### src/hw/rtl/ula_pkg.sv
// Shared types and constants for the ping-pong line assembler.
package ula_pkg;

  // Default number of byte positions in one line slot.
  localparam int LINE_CAPACITY = 64;

  // Width of the character count reported on take results.
  localparam int COUNT_W = 6;

  // Depth of the operation queue between front and back.
  localparam int QUEUE_DEPTH = 2;
  localparam int QPTR_W      = $clog2(QUEUE_DEPTH);

  // Character codes.
  localparam logic [7:0] CH_CR    = 8'h0D;
  localparam logic [7:0] CH_LF    = 8'h0A;
  localparam logic [7:0] PRINT_LO = 8'h20;
  localparam logic [7:0] PRINT_HI = 8'h7E;

  // Request action code for a take of the completed line.
  localparam logic ACT_TAKE = 1'b1;

  typedef enum logic [1:0] {
    KIND_ECHO  = 2'd0,
    KIND_CHAR  = 2'd1,
    KIND_EMPTY = 2'd2
  } kind_t;

  typedef struct packed {
    logic       action;
    logic [7:0] rx_byte;
    logic [6:0] max_len;
  } req_t;

  typedef struct packed {
    kind_t              kind;
    logic [7:0]         data_byte;
    logic               last;
    logic               line_ready;
    logic               overflow_seen;
    logic [COUNT_W-1:0] count;
  } res_t;

  typedef enum logic [1:0] {
    OP_TAKE,
    OP_EOL,
    OP_PRINT,
    OP_CTRL
  } op_class_t;

  // Decoded operation handed from the front to the back.
  typedef struct packed {
    op_class_t          cls;
    logic               is_cr;
    logic               is_lf;
    logic [7:0]         ch;
    logic [COUNT_W-1:0] limit;
  } op_t;

  typedef enum logic [1:0] {
    BK_IDLE,
    BK_LF,
    BK_TAKE
  } back_state_t;

endpackage

### src/hw/rtl/uart_line_assembler_ping_pong_core.sv
// Top level of the ping-pong line assembler.
//
// Requests enter on start/request: a transfer happens at a rising edge where
// start is high and busy is low. A request either carries one received UART
// byte (action 0) or asks to take the completed command line (action 1).
// Each result is shown on result for exactly one cycle, marked by strobe;
// the receiver cannot hold results off, so every strobed cycle is a transfer.
// Results of one request are contiguous and the final one has last set.
//
// A front stage decodes each request into a small operation queue; busy is
// high only while that two-entry queue is full. The back end serves one
// operation at a time. The first result of a byte passes the queue entry and
// the result register. A byte is handled in the idle state, a line end in the
// idle and LF states (CR echo, then LF echo carrying line_ready). A take is
// answered empty from the idle state, or set up there and then read out in
// the take state, each character from the line buffer memory through its
// single registered read port. Bytes arriving far apart never see busy.
//
// Synchronous reset empties the queue, frees both slots and clears the
// overflow flag; line buffer contents are left as they were.
module uart_line_assembler_ping_pong_core #(
  parameter int LINE_CAPACITY = ula_pkg::LINE_CAPACITY
) (
  input  logic          clk,
  input  logic          rst,
  input  logic          start,
  output logic          busy,
  input  ula_pkg::req_t request,
  output logic          strobe,
  output ula_pkg::res_t result
);

  logic         push;
  logic         pop;
  logic         q_empty;
  logic         q_full;
  ula_pkg::op_t op_front;
  ula_pkg::op_t op_head;

  assign busy = q_full;

  ula_front u_front (
    .start   (start),
    .full    (q_full),
    .request (request),
    .push    (push),
    .op      (op_front)
  );

  ula_queue u_queue (
    .clk    (clk),
    .rst    (rst),
    .push   (push),
    .op_in  (op_front),
    .pop    (pop),
    .op_out (op_head),
    .empty  (q_empty),
    .full   (q_full)
  );

  ula_back #(
    .LINE_CAPACITY (LINE_CAPACITY)
  ) u_back (
    .clk     (clk),
    .rst     (rst),
    .q_empty (q_empty),
    .op      (op_head),
    .pop     (pop),
    .strobe  (strobe),
    .result  (result)
  );

endmodule

### src/hw/rtl/ula_front.sv
// Front end: accepts requests and classifies them into queue operations.
module ula_front (
  input  logic          start,
  input  logic          full,
  input  ula_pkg::req_t request,
  output logic          push,
  output ula_pkg::op_t  op
);

  logic [6:0] lim_raw;

  assign push = start && !full;

  always_comb begin
    lim_raw  = (request.max_len == 7'd0) ? 7'd0 : request.max_len - 7'd1;
    op.ch    = request.rx_byte;
    op.is_cr = (request.rx_byte == ula_pkg::CH_CR);
    op.is_lf = (request.rx_byte == ula_pkg::CH_LF);
    // A slot never holds more than the count field can express.
    op.limit = lim_raw[6] ? {ula_pkg::COUNT_W{1'b1}} : lim_raw[ula_pkg::COUNT_W-1:0];
    priority if (request.action == ula_pkg::ACT_TAKE) begin
      op.cls = ula_pkg::OP_TAKE;
    end else if (op.is_cr || op.is_lf) begin
      op.cls = ula_pkg::OP_EOL;
    end else if (request.rx_byte >= ula_pkg::PRINT_LO &&
                 request.rx_byte <= ula_pkg::PRINT_HI) begin
      op.cls = ula_pkg::OP_PRINT;
    end else begin
      op.cls = ula_pkg::OP_CTRL;
    end
  end

endmodule

### src/hw/rtl/ula_queue.sv
// Short FIFO of decoded operations between the front and the back.
module ula_queue (
  input  logic         clk,
  input  logic         rst,
  input  logic         push,
  input  ula_pkg::op_t op_in,
  input  logic         pop,
  output ula_pkg::op_t op_out,
  output logic         empty,
  output logic         full
);

  ula_pkg::op_t                 entries [ula_pkg::QUEUE_DEPTH];
  logic [ula_pkg::QPTR_W-1:0]   wr_ptr;
  logic [ula_pkg::QPTR_W-1:0]   rd_ptr;
  logic [ula_pkg::QPTR_W:0]     used;

  assign empty  = (used == '0);
  assign full   = (used == (ula_pkg::QPTR_W+1)'(ula_pkg::QUEUE_DEPTH));
  assign op_out = entries[rd_ptr];

  always_ff @(posedge clk) begin
    if (rst) begin
      wr_ptr <= '0;
      rd_ptr <= '0;
      used   <= '0;
    end else begin
      if (push) begin
        wr_ptr <= wr_ptr + ula_pkg::QPTR_W'(1);
      end
      if (pop) begin
        rd_ptr <= rd_ptr + ula_pkg::QPTR_W'(1);
      end
      if (push && !pop) begin
        used <= used + (ula_pkg::QPTR_W+1)'(1);
      end else if (pop && !push) begin
        used <= used - (ula_pkg::QPTR_W+1)'(1);
      end
    end
  end

  always_ff @(posedge clk) begin
    if (push) begin
      entries[wr_ptr] <= op_in;
    end
  end

endmodule

### src/hw/rtl/ula_back.sv
// Back end: slot bookkeeping, line buffer memory and result sequencing.
module ula_back #(
  parameter int LINE_CAPACITY = ula_pkg::LINE_CAPACITY
) (
  input  logic          clk,
  input  logic          rst,
  input  logic          q_empty,
  input  ula_pkg::op_t  op,
  output logic          pop,
  output logic          strobe,
  output ula_pkg::res_t result
);

  localparam int LEN_W = $clog2(LINE_CAPACITY);
  localparam int AW    = LEN_W + 1;
  localparam int DEPTH = 2 ** AW;
  localparam logic [LEN_W-1:0] LEN_FULL = LEN_W'(LINE_CAPACITY - 1);

  ula_pkg::back_state_t state, state_next;

  logic [7:0]       mem [DEPTH];
  logic [7:0]       rd_data;

  logic [LEN_W-1:0] len_slot0;
  logic [LEN_W-1:0] len_slot1;
  logic [1:0]       slot_complete;
  logic             fill_index;
  logic             ready_index;
  logic             overflow_flag;
  logic             after_cr;

  logic             take_idx;
  logic [LEN_W-1:0] take_n;
  logic [LEN_W-1:0] take_ptr;
  logic             take_ovf;

  logic                       out_strobe;
  ula_pkg::kind_t             out_kind;
  logic [7:0]                 out_byte;
  logic                       out_last;
  logic                       out_ready;
  logic                       out_ovf;
  logic [ula_pkg::COUNT_W-1:0] out_count;
  logic                       out_mem;

  // Decisions for the operation at the queue head.
  logic             is_take;
  logic             drop_lf;
  logic             line_end;
  logic             byte_data;
  logic [LEN_W-1:0] fill_len;
  logic             fill_blocked;
  logic             store;
  logic             mark_ovf;
  logic             hit;
  logic             sel;
  logic [LEN_W-1:0] sel_len;
  logic [LEN_W-1:0] n;
  logic             take_stream;
  logic             take_last;

  logic                        emit;
  ula_pkg::kind_t              e_kind;
  logic [7:0]                  e_byte;
  logic                        e_last;
  logic                        e_ready;
  logic                        e_ovf;
  logic [ula_pkg::COUNT_W-1:0] e_count;
  logic                        e_mem;

  always_comb begin
    pop          = (state == ula_pkg::BK_IDLE) && !q_empty;
    is_take      = (op.cls == ula_pkg::OP_TAKE);
    drop_lf      = !is_take && op.is_lf && after_cr;
    line_end     = !drop_lf && (op.cls == ula_pkg::OP_EOL);
    byte_data    = (op.cls == ula_pkg::OP_PRINT) || (op.cls == ula_pkg::OP_CTRL);
    fill_len     = fill_index ? len_slot1 : len_slot0;
    fill_blocked = slot_complete[fill_index] || (fill_len == LEN_FULL);
    store        = pop && byte_data && !fill_blocked;
    mark_ovf     = pop && byte_data && fill_blocked;
    // The ready slot is tried first, then the slot that is not filling.
    if (slot_complete[ready_index]) begin
      hit = 1'b1;
      sel = ready_index;
    end else if (slot_complete[!fill_index]) begin
      hit = 1'b1;
      sel = !fill_index;
    end else begin
      hit = 1'b0;
      sel = ready_index;
    end
    sel_len     = sel ? len_slot1 : len_slot0;
    n           = (ula_pkg::COUNT_W'(sel_len) > op.limit) ? LEN_W'(op.limit) : sel_len;
    take_stream = pop && is_take && hit && (n != '0);
    take_last   = (take_ptr == take_n - LEN_W'(1));
  end

  always_comb begin
    state_next = state;
    unique case (state)
      ula_pkg::BK_IDLE: begin
        if (pop && !is_take && line_end) begin
          state_next = ula_pkg::BK_LF;
        end else if (take_stream) begin
          state_next = ula_pkg::BK_TAKE;
        end
      end
      ula_pkg::BK_LF: begin
        state_next = ula_pkg::BK_IDLE;
      end
      ula_pkg::BK_TAKE: begin
        if (take_last) begin
          state_next = ula_pkg::BK_IDLE;
        end
      end
      default: begin
        state_next = ula_pkg::BK_IDLE;
      end
    endcase
  end

  always_comb begin
    emit    = 1'b0;
    e_kind  = ula_pkg::KIND_ECHO;
    e_byte  = 8'd0;
    e_last  = 1'b0;
    e_ready = 1'b0;
    e_ovf   = 1'b0;
    e_count = '0;
    e_mem   = 1'b0;
    unique case (state)
      ula_pkg::BK_IDLE: begin
        if (pop && is_take) begin
          if (!take_stream) begin
            emit   = 1'b1;
            e_kind = ula_pkg::KIND_EMPTY;
            e_last = 1'b1;
            e_ovf  = overflow_flag;
          end
        end else if (pop && line_end) begin
          emit   = 1'b1;
          e_byte = ula_pkg::CH_CR;
        end else if (pop && op.cls == ula_pkg::OP_PRINT) begin
          emit   = 1'b1;
          e_byte = op.ch;
          e_last = 1'b1;
        end
      end
      ula_pkg::BK_LF: begin
        emit    = 1'b1;
        e_byte  = ula_pkg::CH_LF;
        e_last  = 1'b1;
        e_ready = 1'b1;
      end
      ula_pkg::BK_TAKE: begin
        emit    = 1'b1;
        e_kind  = ula_pkg::KIND_CHAR;
        e_last  = take_last;
        e_ovf   = take_ovf;
        e_count = ula_pkg::COUNT_W'(take_n);
        e_mem   = 1'b1;
      end
      default: begin
        emit = 1'b0;
      end
    endcase
  end

  always_ff @(posedge clk) begin
    if (rst) begin
      state         <= ula_pkg::BK_IDLE;
      len_slot0     <= '0;
      len_slot1     <= '0;
      slot_complete <= '0;
      fill_index    <= 1'b0;
      ready_index   <= 1'b0;
      overflow_flag <= 1'b0;
      after_cr      <= 1'b0;
      take_ptr      <= '0;
      out_strobe    <= 1'b0;
    end else begin
      state      <= state_next;
      out_strobe <= emit;
      if (pop && is_take) begin
        overflow_flag <= 1'b0;
        if (hit) begin
          slot_complete[sel] <= 1'b0;
          if (sel) begin
            len_slot1 <= '0;
          end else begin
            len_slot0 <= '0;
          end
        end
        take_ptr <= '0;
      end else if (mark_ovf) begin
        overflow_flag <= 1'b1;
      end
      if (pop && !is_take) begin
        after_cr <= drop_lf ? 1'b0 : op.is_cr;
      end
      if (pop && line_end) begin
        // Close the filling slot and start over in the other one.
        slot_complete[fill_index]  <= 1'b1;
        slot_complete[!fill_index] <= 1'b0;
        ready_index                <= fill_index;
        fill_index                 <= !fill_index;
        if (fill_index) begin
          len_slot0 <= '0;
        end else begin
          len_slot1 <= '0;
        end
      end
      if (store) begin
        if (fill_index) begin
          len_slot1 <= fill_len + LEN_W'(1);
        end else begin
          len_slot0 <= fill_len + LEN_W'(1);
        end
      end
      if (state == ula_pkg::BK_TAKE) begin
        take_ptr <= take_ptr + LEN_W'(1);
      end
    end
  end

  always_ff @(posedge clk) begin
    if (pop && is_take) begin
      take_idx <= sel;
      take_n   <= n;
      take_ovf <= overflow_flag;
    end
    out_kind  <= e_kind;
    out_byte  <= e_byte;
    out_last  <= e_last;
    out_ready <= e_ready;
    out_ovf   <= e_ovf;
    out_count <= e_count;
    out_mem   <= e_mem;
  end

  always_ff @(posedge clk) begin
    if (store) begin
      mem[{fill_index, fill_len}] <= op.ch;
    end
    if (state == ula_pkg::BK_TAKE) begin
      rd_data <= mem[{take_idx, take_ptr}];
    end
  end

  assign strobe               = out_strobe;
  assign result.kind          = out_kind;
  assign result.data_byte     = out_mem ? rd_data : out_byte;
  assign result.last          = out_last;
  assign result.line_ready    = out_ready;
  assign result.overflow_seen = out_ovf;
  assign result.count         = out_count;

endmodule

### config.mk
export PLATFORM = sky130hd
export DESIGN_NAME = uart_line_assembler_ping_pong_core
export DESIGN_NICKNAME = d
export VERILOG_FILES = /design/src/hw/rtl/ula_pkg.sv /design/src/hw/rtl/uart_line_assembler_ping_pong_core.sv /design/src/hw/rtl/ula_front.sv /design/src/hw/rtl/ula_queue.sv /design/src/hw/rtl/ula_back.sv
export SDC_FILE = /design/constraint.sdc
export NUM_CORES = 1
export LEC_CHECK = 0
export BUFFER_PORTS_ARGS = -buffer_cell sky130_fd_sc_hd__buf_2
export CAP_MARGIN = 20
export CORE_AREA = 2 2 226 394
export CTS_CLUSTER_SIZE = 25
export DETAILED_ROUTE_END_ITERATION = 12
export DIE_AREA = 0 0 228 396
export PLACE_DENSITY = 0.79
export REMOVE_ABC_BUFFERS = 1
export SYNTH_ARGS = -nofsm -noshare
export SYNTH_HDL_FRONTEND = slang
export SYNTH_SLANG_ARGS = --single-unit
export TNS_END_PERCENT = 5
### constraint.sdc
create_clock -name clk -period 3.2 [get_ports clk]
set_input_delay 0.64 -clock clk [delete_from_list [all_inputs] [get_ports clk]]
set_output_delay 0.64 -clock clk [all_outputs]
set_load 0.02 [all_outputs]
Yosys cells after proc, flatten, opt, wreduce, memory -nomap -nowiden:

Memories as Yosys holds them, arrays and structs flattened. A register that Yosys moved wholly into a read port is not among the register bits.
Cells that the tools add are included.
Widths: inputs -> output; s select.

* flip-flop bits (word level): 59
* bits in writable memories: 1060
* input bits: 19
* word-level logic and storage cells: 180
* memories kept: 2

* add/subtract/negate cells: 8
* magnitude comparators: 10
* equal/unequal tests: 12
* muxes and demuxes: 78
* bitwise logic cells: 5
* reductions and logical operators: 42

Memories
* u_back.mem: depth 128, bits a word 8, read ports 1, clocked after memory_dff 1, write ports 1, line ula_back.sv:21 `logic [7:0] mem [DEPTH];`
* u_queue.entries: depth 2, bits a word 18, read ports 1, clocked after memory_dff 1, write ports 1, line ula_queue.sv:13 `ula_pkg::op_t entries [ula_pkg::QUEUE_DEPTH];`

Operator list (count)
* $mux 6: 20
* $mux 8: 4
* $mux 1: 31
* $mux 2: 13
* $logic_and 1x1->1: 21
* $eq 8x4->1 const B: 2
* $pmux 8 s2: 1
* $add 6x1->6 const B: 2
* $eq 2x2->1 const B: 4
* $ge 8x6->1 const B: 1
* $le 8x7->1 const B: 1
* $logic_not 1->1: 8
* $lt 1x2->1 const B: 4
* $pmux 2 s2: 2
* $logic_not 7->1: 1
* $mux 7: 1
* $sub 7x1->7 const B: 1
* $eq 6x6->1: 1
* $eq 6x6->1 const B: 1
* $gt 6x6->1: 1
* $logic_not 2->1: 3
* $reduce_bool 6->1: 1
* $sub 6x1->6 const B: 1
* $and 2x2->2: 2
* other kinds (16): 28

Depth between registers and ports, before layout:

* depth after elaboration: 17
* gate-level depth with buffers: 14
* depth with buffers taken out: 11

Hierarchy:

Synthesis repeated with hierarchy kept, for this count alone.

* cell total of the unflattened synthesis: 2380
* area total of the unflattened synthesis: 44428.9 sq um

Modules (own cells, without submodules)
* ula_back: times used 1, cells each 2253, area an instance 42610.9 sq um
* ula_queue: times used 1, cells each 78, area an instance 1503.9 sq um
* ula_front: times used 1, cells each 49, area an instance 314.1 sq um

Least setup slack after synthesis:

No wires, ideal clock.

* kind: register to register
* from: register u_back.fill_index
* to: memory u_back.mem[124][0], enable pin
* data arrival time: 2.938 ns
* slack: -0.109 ns
* cell stages (with the launch flop): 14
* cell sequence: dfxtp_1 buf_2 buf_2 mux2i_1 inv_1 ha_1 buf_1 inv_1 a221oi_4 nor3_2 nor3b_1 nand2_1 clkbuf_1 nor2_1

* cells in the longest elaborated chain, start to end: 7

Ends and longest elaborated chain
* from (decl): line ula_back.sv:27 `logic fill_index;`
* from (signal assigned): line ula_back.sv:206 `fill_index <= !fill_index;`
* $mux 6 / $mux 1 (equally long branches): line ula_back.sv:77, ula_back.sv:78
* $eq 6x6->1 / $mux 1 (equally long branches): line ula_back.sv:78 `fill_blocked = slot_complete[fill_index] || (fill_len == LEN_FULL);`
* $logic_or 1x1->1: line ula_back.sv:78
* $logic_not 1->1: line ula_back.sv:79 `store = pop && byte_data && !fill_blocked;`
* $logic_and 1x1->1: line ula_back.sv:79
* $mux 1: line ula_back.sv:242 `if (store) begin`
* $mux 1 (implied by the code): line ula_back.sv:243 `mem[{fill_index, fill_len}] <= op.ch;`
* to (decl): line ula_back.sv:21

Several ways; a longest one is shown, not always the timed one. The select of a mux whose other input is x is not followed.

==> out/qor.yml <==
grt_pass1_vias: 23900
p_per_area_nw_per_um2: 644
dp_cells: 3544
routed_wl_mm: 106
ant_nets: 0
vias: 23100
end_kind: "flop"
cp_data_required_time_ns: 3.74
max_freq_mhz: 331
final_cells: 3710
fin_setup_tns_ns: 0
overflow: 0
synth_top_area_share: 0.720
finalMaxSlewViolations: 0
die_height_um: 396
place_congestion: 0.992
synth.most_common_cell: "edfxtp_1"
grt.total_usage: 0.235
crit_type: "reg2reg"
dp_hpwl_mm: 67.6
insertion_delay_ns: 0.68
worst_pin_slew_ns: 1.12
avgRoutedWirePerCell_um: 28.6
period_share: 0.943
synth_largest_area_cell: "edfxtp_1"
synth-seq-cells: 1127
ios: 40
portBuffers: 39
drive_gt1_frac: 0.276
async_flop_share: 0
finalHoldWorstSlack_ns: 0.181
path_clk_slew_ns: 0.07
clockBufferDepth: 3
h-tree-depth: 3
skew_ns: 0.0277
antenna_found_initial: 1
multiInputGateArea_um2: 10700
hold_viol_final: 0
setup_ws_ns: 0.182
clkSinkCount: 1127
netlist_top_cells_area: "edfxtp_1 (72%), mux4_2 (11%), dfxtp_1 (2.3%)"
power_uw: 32700
synth_ff_type: "edfxtp_1"
pre_cts_ws_ns: -0.00959
postCtsHoldBufs: 0
rows: 143
yosysSeqAreaShare: 0.743
avgSynthCellArea_um2: 20.1
vias_per_cell: 6.23
min_period_ns: 3.02
yosys_warnings: 0
drt_iter0_drc: 2332
netlist_instances: 2226
route.detailed.drc: 0
status: "completed"
start_kind: "flop"
synth_edf_count: 1076
maxSlewHeadroom: 0.252
synth_common_cells: "edfxtp_1 (1076), mux4_2 (225), nor2_1 (184)"
irDropWorstVdd_v: 0.000812
worst-path-max-fanout: 8
setup_viol: 0
cellLeakagePower_uw: 0.0159
syn_area_um2: 44800
numCtsBuffers: 89
maxCapViolCount: 0
crit_arrival_ns: 3.56
tritoncts: "built"
core_area_um2: 87000
hp-class: "in2reg"
area_growth_pct: 13.3
drt_pass1_iterations: 6
register_area_um2: 33300
cts-root-buf: "clkbuf_16"
die_x_um: 228
rsz0062_at_grt: "false"
grt_max_degree: 104
fill_cells: 6053
grt_pass1_wl_mm: 156
dieArea_um2: 90300
synth_cell_type_count: 72
num_antenna_cells: 0
finalNetCount: 2511
start_util: 0.516
-- report_power, final --
group	internal [uW]	total, uW	switching [uW]
Sequential	17600	17800	151
Combinational	960	3660	2700
Clock	6200	11300	5090
-- area by class of cell --
class / instances / share of cell area
tap: 1160 / 0.0286
clock buffer: 105 / 0.0465
sequential: 1127 / 0.656
clock inverter: 59 / 0.0118
inverter: 21 / 0.00155
timing repair buffer: 280 / 0.0447
multi-input combinational: 958 / 0.211
-- registers in the layout, indices dropped and copies added (netlist names), 6 cells and up, named ones only --
name,flops
u_queue.entries,36
u_back.mem,1024
u_back.rd_data,8
u_back.out_byte,8
u_back.take_n,6
u_back.take_ptr,6
u_back.len_slot0,6
u_back.len_slot1,6
u_back.out_count,6
-- per-stage QoR --
step	instance area [um^2]	utilization
4_1_cts	50700	0.583
2_1_floorplan	44000	-
5_1_grt	50800	0.584
3_3_place_gp	47800	0.549
6_report	50800	0.584
3_5_place_dp	47800	0.549
-- critical path, cell delays in order (launching register included) --
cell	delay (ns)
dfxtp_1	0.59
buf_4	0.26
nor3b_1	0.28
o21bai_1	0.32
nor4b_1	0.83
a211oi_1	0.25
a22oi_1	0.29
nor2_1	0.06
-- final timing paths --
path / startpoint / end / slack, ns / cells past startpoint
max: flop / u_back.len_slot0[5]$_SDFF_PP0_ / 0.18 / 7
min reg2reg: u_back.overflow_flag$_SDFFE_PP0P_ / u_back.take_ovf$_DFFE_PP_ / 0.47 / 0
max reg2reg: flop / u_back.len_slot0[5]$_SDFF_PP0_ / 0.18 / 7
min: request[11] / u_queue.entries[0][10]$_DFFE_PP_ / 0.18 / 1
-- placed cells by master, fill, tap and decap left out, types with 36 or more instances in the layout --
cell	count
mux4_2	225
mux2i_1	95
nand2_1	47
buf_2	40
a21oi_1	36
nor2_1	182
edfxtp_1	1076
clkbuf_16	92
dfxtp_1	47
buf_4	219
-- metal layers --
metal	GRT usage	vias up	share of wire	routed length, um
met5	0	-	0	0
met2	0.422	1275	0.53	56000
li1	-	9668	-	-
met4	0.149	0	0.069	7360
met1	0.260	11900	0.33	35500
met3	0.0380	289	0.067	7150
-- kinds of logic (layout without fill, tap and decap cells) --
group | count (synthesis) | after routing | share of synthesized area
xor+xnor | 17 | 17 | 0.00332
flops | 1127 | 1127 | 0.743
compound gates | 178 | 178 | 0.0301
fa+ha+maj | 16 | 16 | 0.00441
buf+inv | 141 | 465 | 0.0198
mux | 391 | 391 | 0.162
simple gates | 356 | 356 | 0.0367
-- timing repair --
action | in CTS | in global routing
gates cloned | 0 | 0
pin swaps | 0 | 3
hold endpoints to repair | 0 | 0
gates resized for setup | 1 | 9
buffers inserted | 0 | 0
endpoints found under the setup margin | 3 | 147
No activity file was read; power rests on OpenSTA's default activity.
